===== config.mk =====
export PLATFORM = sky130hd
export DESIGN_NAME = tiny_eight_bit_cpu_execute
export DESIGN_NICKNAME = d
export VERILOG_FILES = /design/src/t8cpu_pkg.sv /design/src/tiny_eight_bit_cpu_execute.sv /design/src/t8cpu_ram.sv /design/src/t8cpu_front.sv /design/src/t8cpu_queue.sv /design/src/t8cpu_back.sv
export SDC_FILE = /design/constraint.sdc
export NUM_CORES = 1
export LEC_CHECK = 0
export BUFFER_PORTS_ARGS = -buffer_cell sky130_fd_sc_hd__buf_2
export CAP_MARGIN = 20
export CELL_PAD_IN_SITES_DETAIL_PLACEMENT = 0
export CELL_PAD_IN_SITES_GLOBAL_PLACEMENT = 1
export CORE_MARGIN = 2
export CORE_UTILIZATION = 48
export DETAILED_ROUTE_END_ITERATION = 6
export PLACE_DENSITY = 0.87
export SYNTH_ARGS = -nofsm -noshare
export SYNTH_HDL_FRONTEND = slang
export SYNTH_SLANG_ARGS = --single-unit
export TNS_END_PERCENT = 30

===== constraint.sdc =====
create_clock -name clk -period 6 [get_ports clk]
set_input_delay 1.2 -clock clk [delete_from_list [all_inputs] [get_ports clk]]
set_output_delay 1.2 -clock clk [all_outputs]
set_load 0.02 [all_outputs]

===== src/t8cpu_pkg.sv =====
// ----------------------------------------------------------------------------
// t8cpu_pkg
// Shared types and constants for the tiny 8-bit CPU execute block.
// ----------------------------------------------------------------------------
package t8cpu_pkg;

  localparam int unsigned DW       = 8;   // data path width
  localparam int unsigned NREGS    = 8;   // register file depth
  localparam int unsigned RIW      = 3;   // register index width
  localparam int unsigned IW_W     = 20;  // instruction word width
  localparam int unsigned QDEPTH   = 2;   // decode queue depth
  localparam int unsigned QAW      = 1;   // queue pointer width
  localparam int unsigned IN_TDW   = 32;
  localparam int unsigned OUT_TDW  = 48;

  typedef enum logic [2:0] {
    OP_ADD   = 3'd0,
    OP_ADDI  = 3'd1,
    OP_MUL   = 3'd2,
    OP_INV   = 3'd3,
    OP_BR    = 3'd4,
    OP_LOAD  = 3'd5,
    OP_STORE = 3'd6,
    OP_HALT  = 3'd7
  } opc_t;

  // branch conditions, carried in the d field
  localparam logic [RIW-1:0] BR_EQ = 3'd0;
  localparam logic [RIW-1:0] BR_NE = 3'd1;
  localparam logic [RIW-1:0] BR_LT = 3'd2;

  // input tuser: item kind
  localparam logic KIND_INSTR = 1'b0;
  localparam logic KIND_LDRET = 1'b1;

  typedef enum logic [1:0] {
    ST_OK     = 2'd0,
    ST_HALTED = 2'd1,
    ST_BUSY   = 2'd2,
    ST_NOLOAD = 2'd3
  } status_t;

  typedef enum logic [1:0] {
    REQ_NONE  = 2'd0,
    REQ_READ  = 2'd1,
    REQ_WRITE = 2'd2
  } req_t;

  // decoded item handed from front to back
  typedef struct packed {
    logic           is_ret;
    opc_t           opc;
    logic [RIW-1:0] d;
    logic [RIW-1:0] s;
    logic [RIW-1:0] t;
    logic [DW-1:0]  dat;   // imm for instructions, returned byte for load returns
  } dec_t;

  // result item, last field in the low bits
  typedef struct packed {
    status_t        status;
    logic           halted_flag;
    logic [DW-1:0]  written_value;
    logic [RIW-1:0] written_index;
    logic           reg_written;
    logic [DW-1:0]  mem_write_data;
    logic [DW-1:0]  mem_address;
    req_t           mem_request;
    logic [DW-1:0]  fetch_pc;
  } res_t;

  localparam int unsigned RES_W = $bits(res_t);

endpackage


===== src/tiny_eight_bit_cpu_execute.sv =====
// ----------------------------------------------------------------------------
// tiny_eight_bit_cpu_execute
// Execute stage of a tiny 8-bit CPU with eight registers and an 8-bit PC.
// ----------------------------------------------------------------------------
// Input stream: in_tuser selects the kind of item (0 instruction word,
// 1 byte returned for an earlier load); in_tdata carries both payloads.
// Every accepted item yields exactly one result on the out_ stream,
// in order, carrying the next fetch PC, any memory request, any register
// write, the halted flag and a status code.
// Path: an accepted item is written into the queue, popped from it into
// the execute stage with its register file read, and executed into the
// output register. Throughput: one item per cycle while out_tready is high;
// the register file read and combinational ALU/branch unit set that figure.
// A two-entry queue parts the input from the execute stage; when the
// receiver holds out_tready low the output register, the execute stage
// and the queue fill, and in_tready drops once the queue is full.
// Synchronous reset clears PC, halted and load-pending state, empties the
// queue and marks all registers as zero; the block is ready right after.
// ----------------------------------------------------------------------------
module tiny_eight_bit_cpu_execute (
  input  logic                          clk,
  input  logic                          rst_n,
  input  logic                          in_tvalid,
  output logic                          in_tready,
  input  logic [t8cpu_pkg::IN_TDW-1:0]  in_tdata,   // instr_word[19:0], load_data[27:20]
  input  logic                          in_tuser,   // item kind: 0 instruction word, 1 load return
  output logic                          out_tvalid,
  input  logic                          out_tready,
  output logic [t8cpu_pkg::OUT_TDW-1:0] out_tdata   // fetch_pc[7:0], mem_request[9:8],
                                                    // mem_address[17:10],
                                                    // mem_write_data[25:18],
                                                    // reg_written[26],
                                                    // written_index[29:27],
                                                    // written_value[37:30],
                                                    // halted_flag[38], status[40:39]
);

  logic            q_full, push, pop, q_vld;
  t8cpu_pkg::dec_t push_item, q_item;

  t8cpu_front u_front (
    .in_tvalid (in_tvalid),
    .in_tready (in_tready),
    .in_tdata  (in_tdata),
    .in_tuser  (in_tuser),
    .q_full    (q_full),
    .push      (push),
    .push_item (push_item)
  );

  t8cpu_queue u_queue (
    .clk       (clk),
    .rst_n     (rst_n),
    .push      (push),
    .push_item (push_item),
    .full      (q_full),
    .pop       (pop),
    .q_vld     (q_vld),
    .q_item    (q_item)
  );

  t8cpu_back u_back (
    .clk        (clk),
    .rst_n      (rst_n),
    .q_vld      (q_vld),
    .q_item     (q_item),
    .pop        (pop),
    .out_tvalid (out_tvalid),
    .out_tready (out_tready),
    .out_tdata  (out_tdata)
  );

  t8cpu_pkg::res_t out_res;
  assign out_res = out_tdata[t8cpu_pkg::RES_W-1:0];

  // an ignored item neither writes a register nor touches memory
  a_ignored_no_effect: assert property (@(posedge clk) disable iff (!rst_n)
    out_tvalid && out_res.status != t8cpu_pkg::ST_OK |->
      !out_res.reg_written && out_res.mem_request == t8cpu_pkg::REQ_NONE)
    else $error("ignored item shows side effects");

  a_halted_status: assert property (@(posedge clk) disable iff (!rst_n)
    out_tvalid && out_res.status == t8cpu_pkg::ST_HALTED |-> out_res.halted_flag)
    else $error("halted status without halted flag");

  a_store_no_write: assert property (@(posedge clk) disable iff (!rst_n)
    out_tvalid && out_res.mem_request == t8cpu_pkg::REQ_WRITE |-> !out_res.reg_written)
    else $error("store also writes a register");

  // a full queue must hold off the input
  a_full_backpressure: assert property (@(posedge clk) disable iff (!rst_n)
    q_full |-> !in_tready && !push)
    else $error("push into full queue");

endmodule


===== src/t8cpu_ram.sv =====
// ----------------------------------------------------------------------------
// t8cpu_ram
// Generic RAM: one write port, two read ports with registered read data.
// ----------------------------------------------------------------------------
module t8cpu_ram #(
  parameter int unsigned WIDTH = 8,
  parameter int unsigned DEPTH = 8
) (
  input  logic                     clk,
  input  logic                     we,
  input  logic [$clog2(DEPTH)-1:0] waddr,
  input  logic [WIDTH-1:0]         wdata,
  input  logic                     re,
  input  logic [$clog2(DEPTH)-1:0] raddr0,
  input  logic [$clog2(DEPTH)-1:0] raddr1,
  output logic [WIDTH-1:0]         rdata0,
  output logic [WIDTH-1:0]         rdata1
);

  logic [WIDTH-1:0] mem_r [DEPTH];

  always_ff @(posedge clk) begin
    if (we) begin
      mem_r[waddr] <= wdata;
    end
    if (re) begin
      rdata0 <= mem_r[raddr0];
      rdata1 <= mem_r[raddr1];
    end
  end

endmodule


===== src/t8cpu_front.sv =====
// ----------------------------------------------------------------------------
// t8cpu_front
// Input side: takes stream items and splits them into decoded fields.
// ----------------------------------------------------------------------------
module t8cpu_front (
  input  logic                          in_tvalid,
  output logic                          in_tready,
  input  logic [t8cpu_pkg::IN_TDW-1:0]  in_tdata,
  input  logic                          in_tuser,
  input  logic                          q_full,
  output logic                          push,
  output t8cpu_pkg::dec_t               push_item
);

  logic [t8cpu_pkg::IW_W-1:0] word;
  logic [t8cpu_pkg::DW-1:0]   ld_byte;

  assign word    = in_tdata[t8cpu_pkg::IW_W-1:0];
  assign ld_byte = in_tdata[t8cpu_pkg::IW_W +: t8cpu_pkg::DW];

  assign in_tready = !q_full;
  assign push      = in_tvalid && !q_full;

  always_comb begin
    push_item.is_ret = (in_tuser == t8cpu_pkg::KIND_LDRET);
    push_item.opc    = t8cpu_pkg::opc_t'(word[19:17]);
    push_item.d      = word[16:14];
    push_item.s      = word[13:11];
    push_item.t      = word[10:8];
    push_item.dat    = push_item.is_ret ? ld_byte : word[7:0];
  end

endmodule


===== src/t8cpu_queue.sv =====
// ----------------------------------------------------------------------------
// t8cpu_queue
// Short FIFO of decoded items between the front and back parts.
// ----------------------------------------------------------------------------
module t8cpu_queue (
  input  logic            clk,
  input  logic            rst_n,
  input  logic            push,
  input  t8cpu_pkg::dec_t push_item,
  output logic            full,
  input  logic            pop,
  output logic            q_vld,
  output t8cpu_pkg::dec_t q_item
);

  t8cpu_pkg::dec_t             ent_r [t8cpu_pkg::QDEPTH];
  logic [t8cpu_pkg::QAW-1:0]   wp_r, wp_nxt;
  logic [t8cpu_pkg::QAW-1:0]   rp_r, rp_nxt;
  logic [t8cpu_pkg::QAW:0]     cnt_r, cnt_nxt;

  assign full   = (cnt_r == (t8cpu_pkg::QAW+1)'(t8cpu_pkg::QDEPTH));
  assign q_vld  = (cnt_r != '0);
  assign q_item = ent_r[rp_r];

  always_comb begin
    wp_nxt  = push ? wp_r + 1'b1 : wp_r;
    rp_nxt  = pop  ? rp_r + 1'b1 : rp_r;
    cnt_nxt = cnt_r;
    if (push && !pop) begin
      cnt_nxt = cnt_r + 1'b1;
    end else if (pop && !push) begin
      cnt_nxt = cnt_r - 1'b1;
    end
  end

  always_ff @(posedge clk) begin
    if (!rst_n) begin
      wp_r  <= '0;
      rp_r  <= '0;
      cnt_r <= '0;
    end else begin
      wp_r  <= wp_nxt;
      rp_r  <= rp_nxt;
      cnt_r <= cnt_nxt;
    end
  end

  always_ff @(posedge clk) begin
    if (push) begin
      ent_r[wp_r] <= push_item;
    end
  end

endmodule


===== src/t8cpu_back.sv =====
// ----------------------------------------------------------------------------
// t8cpu_back
// Execute side: register file read into the execute stage, then output register.
// ----------------------------------------------------------------------------
module t8cpu_back (
  input  logic                          clk,
  input  logic                          rst_n,
  input  logic                          q_vld,
  input  t8cpu_pkg::dec_t               q_item,
  output logic                          pop,
  output logic                          out_tvalid,
  input  logic                          out_tready,
  output logic [t8cpu_pkg::OUT_TDW-1:0] out_tdata
);

  localparam int unsigned DW  = t8cpu_pkg::DW;
  localparam int unsigned RIW = t8cpu_pkg::RIW;

  // execute stage
  logic            b_vld_r;
  t8cpu_pkg::dec_t b_item_r;
  logic            s_ok_r, t_ok_r;
  logic            fire, b_load;

  // architectural state
  logic [t8cpu_pkg::NREGS-1:0] rf_vld_r;
  logic [DW-1:0]               pc_r, pc_nxt;
  logic                        halted_r, halted_nxt;
  logic                        pend_r, pend_nxt;
  logic [RIW-1:0]              dest_r, dest_nxt;

  // last register write, covers the one the RAM read missed
  logic           fwd_vld_r;
  logic [RIW-1:0] fwd_idx_r;
  logic [DW-1:0]  fwd_val_r;

  logic [DW-1:0]  rd0, rd1, rs, rt, prod;
  logic           take;
  t8cpu_pkg::res_t res;

  logic                 out_vld_r;
  t8cpu_pkg::res_t      out_res_r;

  assign fire   = b_vld_r && (!out_vld_r || out_tready);
  assign b_load = !b_vld_r || fire;
  assign pop    = q_vld && b_load;

  t8cpu_ram #(
    .WIDTH (DW),
    .DEPTH (t8cpu_pkg::NREGS)
  ) u_rf (
    .clk    (clk),
    .we     (fire && res.reg_written),
    .waddr  (res.written_index),
    .wdata  (res.written_value),
    .re     (pop),
    .raddr0 (q_item.s),
    .raddr1 (q_item.t),
    .rdata0 (rd0),
    .rdata1 (rd1)
  );

  always_comb begin
    if (fwd_vld_r && fwd_idx_r == b_item_r.s) begin
      rs = fwd_val_r;
    end else begin
      rs = s_ok_r ? rd0 : '0;
    end
    if (fwd_vld_r && fwd_idx_r == b_item_r.t) begin
      rt = fwd_val_r;
    end else begin
      rt = t_ok_r ? rd1 : '0;
    end
  end

  assign prod = {4'b0, rs[7:4]} * {4'b0, rs[3:0]};

  always_comb begin
    unique case (b_item_r.d)
      t8cpu_pkg::BR_EQ: take = (rs == rt);
      t8cpu_pkg::BR_NE: take = (rs != rt);
      t8cpu_pkg::BR_LT: take = ($signed(rs) < $signed(rt));
      default:          take = 1'b0;
    endcase
  end

  always_comb begin
    pc_nxt     = pc_r;
    halted_nxt = halted_r;
    pend_nxt   = pend_r;
    dest_nxt   = dest_r;
    res        = '0;
    res.status = t8cpu_pkg::ST_OK;
    priority if (halted_r) begin
      res.status = t8cpu_pkg::ST_HALTED;
    end else if (b_item_r.is_ret) begin
      if (pend_r) begin
        res.reg_written   = 1'b1;
        res.written_index = dest_r;
        res.written_value = b_item_r.dat;
        pend_nxt          = 1'b0;
      end else begin
        res.status = t8cpu_pkg::ST_NOLOAD;
      end
    end else if (pend_r) begin
      res.status = t8cpu_pkg::ST_BUSY;
    end else begin
      pc_nxt = pc_r + 1'b1;
      unique case (b_item_r.opc)
        t8cpu_pkg::OP_ADD: begin
          res.reg_written   = 1'b1;
          res.written_value = rs + rt;
        end
        t8cpu_pkg::OP_ADDI: begin
          res.reg_written   = 1'b1;
          res.written_value = rs + b_item_r.dat;
        end
        t8cpu_pkg::OP_MUL: begin
          res.reg_written   = 1'b1;
          res.written_value = prod;
        end
        t8cpu_pkg::OP_INV: begin
          res.reg_written   = 1'b1;
          res.written_value = ~rs;
        end
        t8cpu_pkg::OP_BR: begin
          if (take) begin
            pc_nxt = b_item_r.dat;
          end
        end
        t8cpu_pkg::OP_LOAD: begin
          res.mem_request = t8cpu_pkg::REQ_READ;
          res.mem_address = rt;
          pend_nxt        = 1'b1;
          dest_nxt        = b_item_r.d;
        end
        t8cpu_pkg::OP_STORE: begin
          res.mem_request    = t8cpu_pkg::REQ_WRITE;
          res.mem_address    = rt;
          res.mem_write_data = rs;
        end
        t8cpu_pkg::OP_HALT: begin
          halted_nxt = 1'b1;
        end
      endcase
      if (res.reg_written) begin
        res.written_index = b_item_r.d;
      end
    end
    res.fetch_pc    = pc_nxt;
    res.halted_flag = halted_nxt;
  end

  always_ff @(posedge clk) begin
    if (!rst_n) begin
      b_vld_r   <= 1'b0;
      rf_vld_r  <= '0;
      pc_r      <= '0;
      halted_r  <= 1'b0;
      pend_r    <= 1'b0;
      dest_r    <= '0;
      fwd_vld_r <= 1'b0;
      out_vld_r <= 1'b0;
    end else begin
      if (b_load) begin
        b_vld_r <= q_vld;
      end
      if (fire) begin
        pc_r     <= pc_nxt;
        halted_r <= halted_nxt;
        pend_r   <= pend_nxt;
        dest_r   <= dest_nxt;
        if (res.reg_written) begin
          rf_vld_r[res.written_index] <= 1'b1;
          fwd_vld_r                   <= 1'b1;
        end
        out_vld_r <= 1'b1;
      end else if (out_tready) begin
        out_vld_r <= 1'b0;
      end
    end
  end

  always_ff @(posedge clk) begin
    if (pop) begin
      b_item_r <= q_item;
      s_ok_r   <= rf_vld_r[q_item.s];
      t_ok_r   <= rf_vld_r[q_item.t];
    end
    if (fire && res.reg_written) begin
      fwd_idx_r <= res.written_index;
      fwd_val_r <= res.written_value;
    end
    if (fire) begin
      out_res_r <= res;
    end
  end

  assign out_tvalid = out_vld_r;
  assign out_tdata  = {(t8cpu_pkg::OUT_TDW - t8cpu_pkg::RES_W)'(0), out_res_r};

endmodule


Word level (Yosys, flattened, before mapping)
Memories as Yosys holds them, arrays and structs flattened. A register that Yosys moved wholly into a read port is not among the register bits.
Cells that the tools add are included.
Widths: inputs -> output; s select.
Word-level totals
  input port bits: 37
  memory bits (writable): 106
  memories: 2
  output and inout bits: 50
  flip-flop bits (word level): 103
  logic and storage cells: 142
Cells by class
  add/subtract/negate cells: 7
  multiply operators: 1
  equal/unequal tests: 14
  reductions and logical operators: 27
  mux-type cells: 50
  order comparisons: 5
  bitwise logic cells: 6
Memory list
  u_back.u_rf.mem_r: depth 8, bits a word 8, rd ports 2, clocked after memory_dff 2, write ports 1, RTL line t8cpu_ram.sv:20  | logic [WIDTH-1:0] mem_r [DEPTH];
  u_queue.ent_r: depth 2, bits a word 21, rd ports 1, clocked after memory_dff 1, write ports 1, RTL line t8cpu_queue.sv:16  | t8cpu_pkg::dec_t ent_r [t8cpu_pkg::QDEPTH];
Operator list (number)
  $mux 8: 11
  $mux 30: 2
  $pmux 8 s4: 1
  $mux 12: 2
  $mux 1: 22
  $pmux 10 s2: 1
  $mux 18: 1
  $add 8x8->8: 2
  $eq 3x3->1 const B: 4
  $lt 3x4->1 const B: 3
  $mux 2: 5
  $eq 3x2->1 const B: 3
  $logic_and 1x1->1: 9
  $add 8x1->8 const B: 1
  $eq 8x8->1: 1
  $lt 8x8->1: 1
  $mul 4x4->8: 1
  $ne 8x8->1: 1
  $not 8->8: 1
  $or 8x8->8: 1
  $reduce_or 4->1: 2
  $bmux 1 s3: 2
  $eq 3x1->1 const B: 2
  $eq 3x3->1: 2
  other kinds (16): 29

Logic depth before layout (Yosys ltp)
  depth after elaboration: 15
  gate-level depth with buffers: 18
  depth with buffers taken out: 18

By module
A second synthesis with hierarchy kept.
Unflattened totals
  cell total of the unflattened synthesis: 795
  area, all modules: 11138.2 µm²
Modules (own cells, without submodules)
  t8cpu_back: cells each 533, times used 1, sequential area each 2732.6 µm², area an instance 5611.6 µm²
  t8cpu_ram: cells each 151, times used 1, sequential area each 2402.3 µm², area an instance 3558.4 µm²
  t8cpu_queue: cells each 87, times used 1, sequential area each 1361.3 µm², area an instance 1729.2 µm²
  t8cpu_front: cells each 24, times used 1, sequential area each 0.0 µm², area an instance 239.0 µm²

Worst setup path after synthesis
Ideal clock, no wire load.
  kind: flip-flop to flip-flop
  start: register u_back.fwd_idx_r[1]
  end: register u_back.fwd_val_r[7], data pin
  library setup time: 0.299 ns
  clock period less this slack: 4.398 ns
  arrival time: 4.099 ns
  slack: 1.602 ns
  cell stages (with the launch flop): 19
  required time: 5.701 ns
  path buffers: 0
  cells stage by stage: edfxtp_1 > xnor2_1 > nand4_4 > and3_1 > a21oi_1 > inv_1 > nand2_1 > fa_1 > inv_1 > fa_1 > ha_1 > a21o_1 > a21oi_1 > o21bai_1 > a21oi_1 > xnor2_1 > a221o_1 > a311oi_1 > a21oi_1
RTL lines
  start, declared: RTL line t8cpu_back.sv:34  | logic [RIW-1:0] fwd_idx_r;
  start signal, assigned: RTL line t8cpu_back.sv:191  | fwd_idx_r <= res.written_index;
  end signal, assigned: RTL line t8cpu_back.sv:192  | fwd_val_r <= res.written_value;
  end, declared: RTL line t8cpu_back.sv:35  | logic [DW-1:0] fwd_val_r;

==> flow_metrics.py <==
metrics = {
    "outcome": {
        "status": "finished, final reports clean",
    },
    "logic_synthesis": {
        "yosys.cell_types.count": 74,
        "ys.flop_type": "edfxtp_1",
        "number_of_enable_flip_flop_cells_after_synthesis": 197,
        "synth_top_area_cell": "edfxtp_1",
        "ys_ff_latch": 226,
        "syn_inst": 1024,
        "synthTopCellsByArea": "edfxtp_1, nand2_1, dfxtp_1",
        "synth_seq_area_share": 0.587,
        "yosys_warnings": 0,
        "syn_area_um2": 11100,
        "synth_largest_type_area_fraction": 0.535,
        "synth_async_sr_flop_share": 0,
        "avgSynthCellArea_um2": 10.8,
    },
    "clocking": {
        "clk_path_buf_depth": 3,
        "cts-hold-fix-buffers": 0,
        "clkSlewWorstSetupHoldPaths_ns": 0.06,
        "cts_tree": "yes",
        "post_cts_buffers": 0,
        "clock_insertion_delay_at_the_later_pin_of_the_skew_report_ns": 0.53,
        "cts-root-buf": "clkbuf_16",
        "ctsHtreeMaxLevel": 1,
        "clock_sinks": 226,
        "cts_buf_count": 24,
        "ctsResizeCount": 0,
    },
    "timing": {
        "slew_headroom": 0.271,
        "rsz_0062_raised_after_global_routing": "false",
        "max_slew.worst_pin.slew_ns": 1.09,
        "maxClockFrequency_mhz": 192,
        "timing.final.max_slew_violations": 0,
        "timing.final.crit_period_ns": 5.20,
        "final.setup_skew_ns": 0.0251,
        "fin_crit_sh": 0.866,
        "final_count_of_negative_setup_slack_endpoints": 0,
        "finalHoldViolations": 0,
        "setup_total_negative_slack_ns": 0,
    },
    "route": {
        "firstDrtPassIters": 6,
        "routed_wire_length_um": 26200,
        "via_to_cell_ratio": 5.75,
        "via_count": 8065,
        "wl_per_cell_um": 18.7,
        "drc": 0,
        "drt_iter0_markers": 737,
        "postRouteAntennaNets": 0,
    },
    "layout": {
        "filler_instances": 1886,
        "finalNonFillerCells": 1402,
        "final_design_area_no_fill_um2": 12600,
        "layout.area.seq_um2": 6500,
        "final_layout_size_suffix_gt1_frac": 0.163,
        "multi_input_comb_area_um2": 4270,
        "layout-area-overhead-vs-synth_pct": 14.0,
        "postLayoutCoreUtil": 0.557,
        "num_antenna_cells": 0,
        "finish.net_count": 1168,
    },
    "global_route": {
        "total_global_routing_track_utilization": 0.216,
        "via_count_of_the_first_global_routing_pass": 7635,
        "grt_pass1_wl_um": 41000,
        "grt_max_degree": 47,
        "grt-ovfl-total": 0,
        "grt_antenna_before_repair": 0,
    },
    "flow_run": {
        "cap_violations": 0,
    },
    "die": {
        "floorplan.io_pins": 87,
        "initial_core_util": 0.489,
        "placeableCoreArea_um2": 22600,
        "chipWidth_um": 156,
        "die_height_um": 156,
        "die_area_um2": 24300,
        "rows": 55,
    },
    "power_and_ir_drop": {
        "worst_ir_drop_vdd_uv": 269,
        "power.leakage_nw": 4.90,
        "powerDensity_nw_per_um2": 486,
    },
    "placed_design": {
        "gp_routability_congestion": 0.854,
        "io_buffers": 75,
        "cell_count_after_placement": 1354,
        "dpl.hpwl_um": 17000,
        "detailed_place.area_um2": 11800,
    },
    "critical_path": {
        "critical_path_arrival_ns": 5.39,
        "setup.worst_path.class": "reg -> reg",
        "cp-end-kind": "register",
        "cp_max_fo": 10,
        "startpoint_type": "register",
        "cp.required_ns": 6.20,
    },
    "worst_hold_path": {
        "worst_hold_path_type": "reg -> reg",
    },
}
==> layout by cell type (no fill, tap or decap), types with 10 or more instances in the layout <==
cell / Yosys / routed
a21oi_1: 43 / 43
and2_1: 11 / 11
and3_1: 18 / 18
buf_2: 3 / 75
buf_4: 9 / 19
clkbuf_16: 0 / 24
dfxtp_1: 29 / 29
edfxtp_1: 197 / 197
ha_1: 28 / 28
inv_1: 29 / 28
mux2_2: 24 / 24
nand2_1: 193 / 193
nand3_1: 112 / 112
nor2_1: 80 / 79
nor3_1: 13 / 10
o21ai_0: 32 / 32
or3_1: 11 / 11
xnor2_1: 16 / 16
==> power by group <==
part | switching (W) | internal (W) | total, W
logic | 0.00147 | 0.000763 | 0.00224
registers | 0.000227 | 0.00221 | 0.00243
clock network | 0.000600 | 0.000868 | 0.00147
==> Yosys cell counts (all sizes together), types with 3 or more instances <==
| cell type | n |
|---|---|
| a211o | 6 |
| a211oi | 7 |
| a21o | 3 |
| a21oi | 43 |
| a221oi | 6 |
| a311o | 6 |
| a31oi | 6 |
| and2 | 11 |
| and3 | 18 |
| buf | 15 |
| clkbuf | 40 |
| dfxtp | 29 |
| edfxtp | 197 |
| fa | 4 |
| ha | 28 |
| inv | 32 |
| mux2 | 25 |
| mux2i | 11 |
| nand2 | 193 |
| nand2b | 5 |
| nand3 | 112 |
| nand4 | 5 |
| nor2 | 80 |
| nor2b | 4 |
| nor3 | 13 |
| o2111ai | 3 |
| o211ai | 6 |
| o21ai | 34 |
| o31ai | 3 |
| or2 | 5 |
| or3 | 11 |
| or4 | 6 |
| xnor2 | 17 |
| xor2 | 4 |
==> through the flow <==
stage               hold slack [ns]  setup WS [ns]  total power [W]
floorplan                     0.437           1.60          0.00391
global placement              0.446           1.05          0.00460
detailed placement            0.450          0.929          0.00464
CTS                           0.458          0.861          0.00612
global route                  0.487          0.509          0.00649
finish                        0.455          0.803          0.00614
==> worst paths after layout <==
kind,from,end,slack [ns],cells after the start
worst max-delay path,u_back.fwd_idx_r[0],u_back.u_rf.mem_r[0][7],0.80,16
worst min-delay path,u_back.dest_r[0],u_back.dest_r[0],0.45,2
worst max register to register,u_back.fwd_idx_r[0],u_back.u_rf.mem_r[0][7],0.80,16
worst min register to register,u_back.dest_r[0],u_back.dest_r[0],0.45,2
==> worst max-delay path: stages (launching register included) <==
cell,delay (ns)
edfxtp_1,0.42
xnor2_1,0.30
nand4_4,0.24
mux2i_1,0.58
nand2_1,0.14
fa_1,0.52
inv_1,0.06
fa_1,0.50
ha_1,0.30
a21o_1,0.17
a21oi_1,0.22
o21bai_1,0.09
a21oi_1,0.18
xnor2_1,0.15
a221o_1,0.18
a311oi_1,0.05
a21oi_1,0.74
==> flip-flops by register name (all words and copies together) (netlist names), 2 cells and up, named ones only <==
register            cells
u_back.b_item_r        21
u_back.dest_r           3
u_back.fwd_idx_r        3
u_back.fwd_val_r        8
u_back.out_tdata       41
u_back.pc_r             8
u_back.rf_vld_r         8
u_back.u_rf.mem_r      64
u_back.u_rf.rdata0      8
u_back.u_rf.rdata1      8
u_queue.cnt_r           2
u_queue.ent_r          42
==> per-layer routing <==
layer / global-route usage / routed length, um / up-vias
met2: 0.346 / 12000 / 313
li1: - / - / 3858
met5: 0 / 0 / -
met4: 0.0734 / 840 / 0
met1: 0.309 / 11600 / 3836
met3: 0.0247 / 1800 / 58
==> cells by family (layout without fill, tap and decap cells) <==
family	after synthesis	after routing	synth area share
compound gates	144	144	0.0865
xor+xnor	21	21	0.0173
fa+ha+maj	33	33	0.0398
buf+inv	89	176	0.0344
flops	226	226	0.587
mux	36	36	0.0380
other cells	1	7	0.000339
simple gates	474	474	0.197
==> final cells by class <==
class,instances,share of cell area
Tap cell,285,0.0283
Clock inverter,9,0.00972
Clock buffer,35,0.0533
Timing Repair Buffer,98,0.0449
Multi-Input combinational cell,715,0.339
Inverter,34,0.0101
Sequential cell,226,0.515
(Power assumes the default switching activity.)
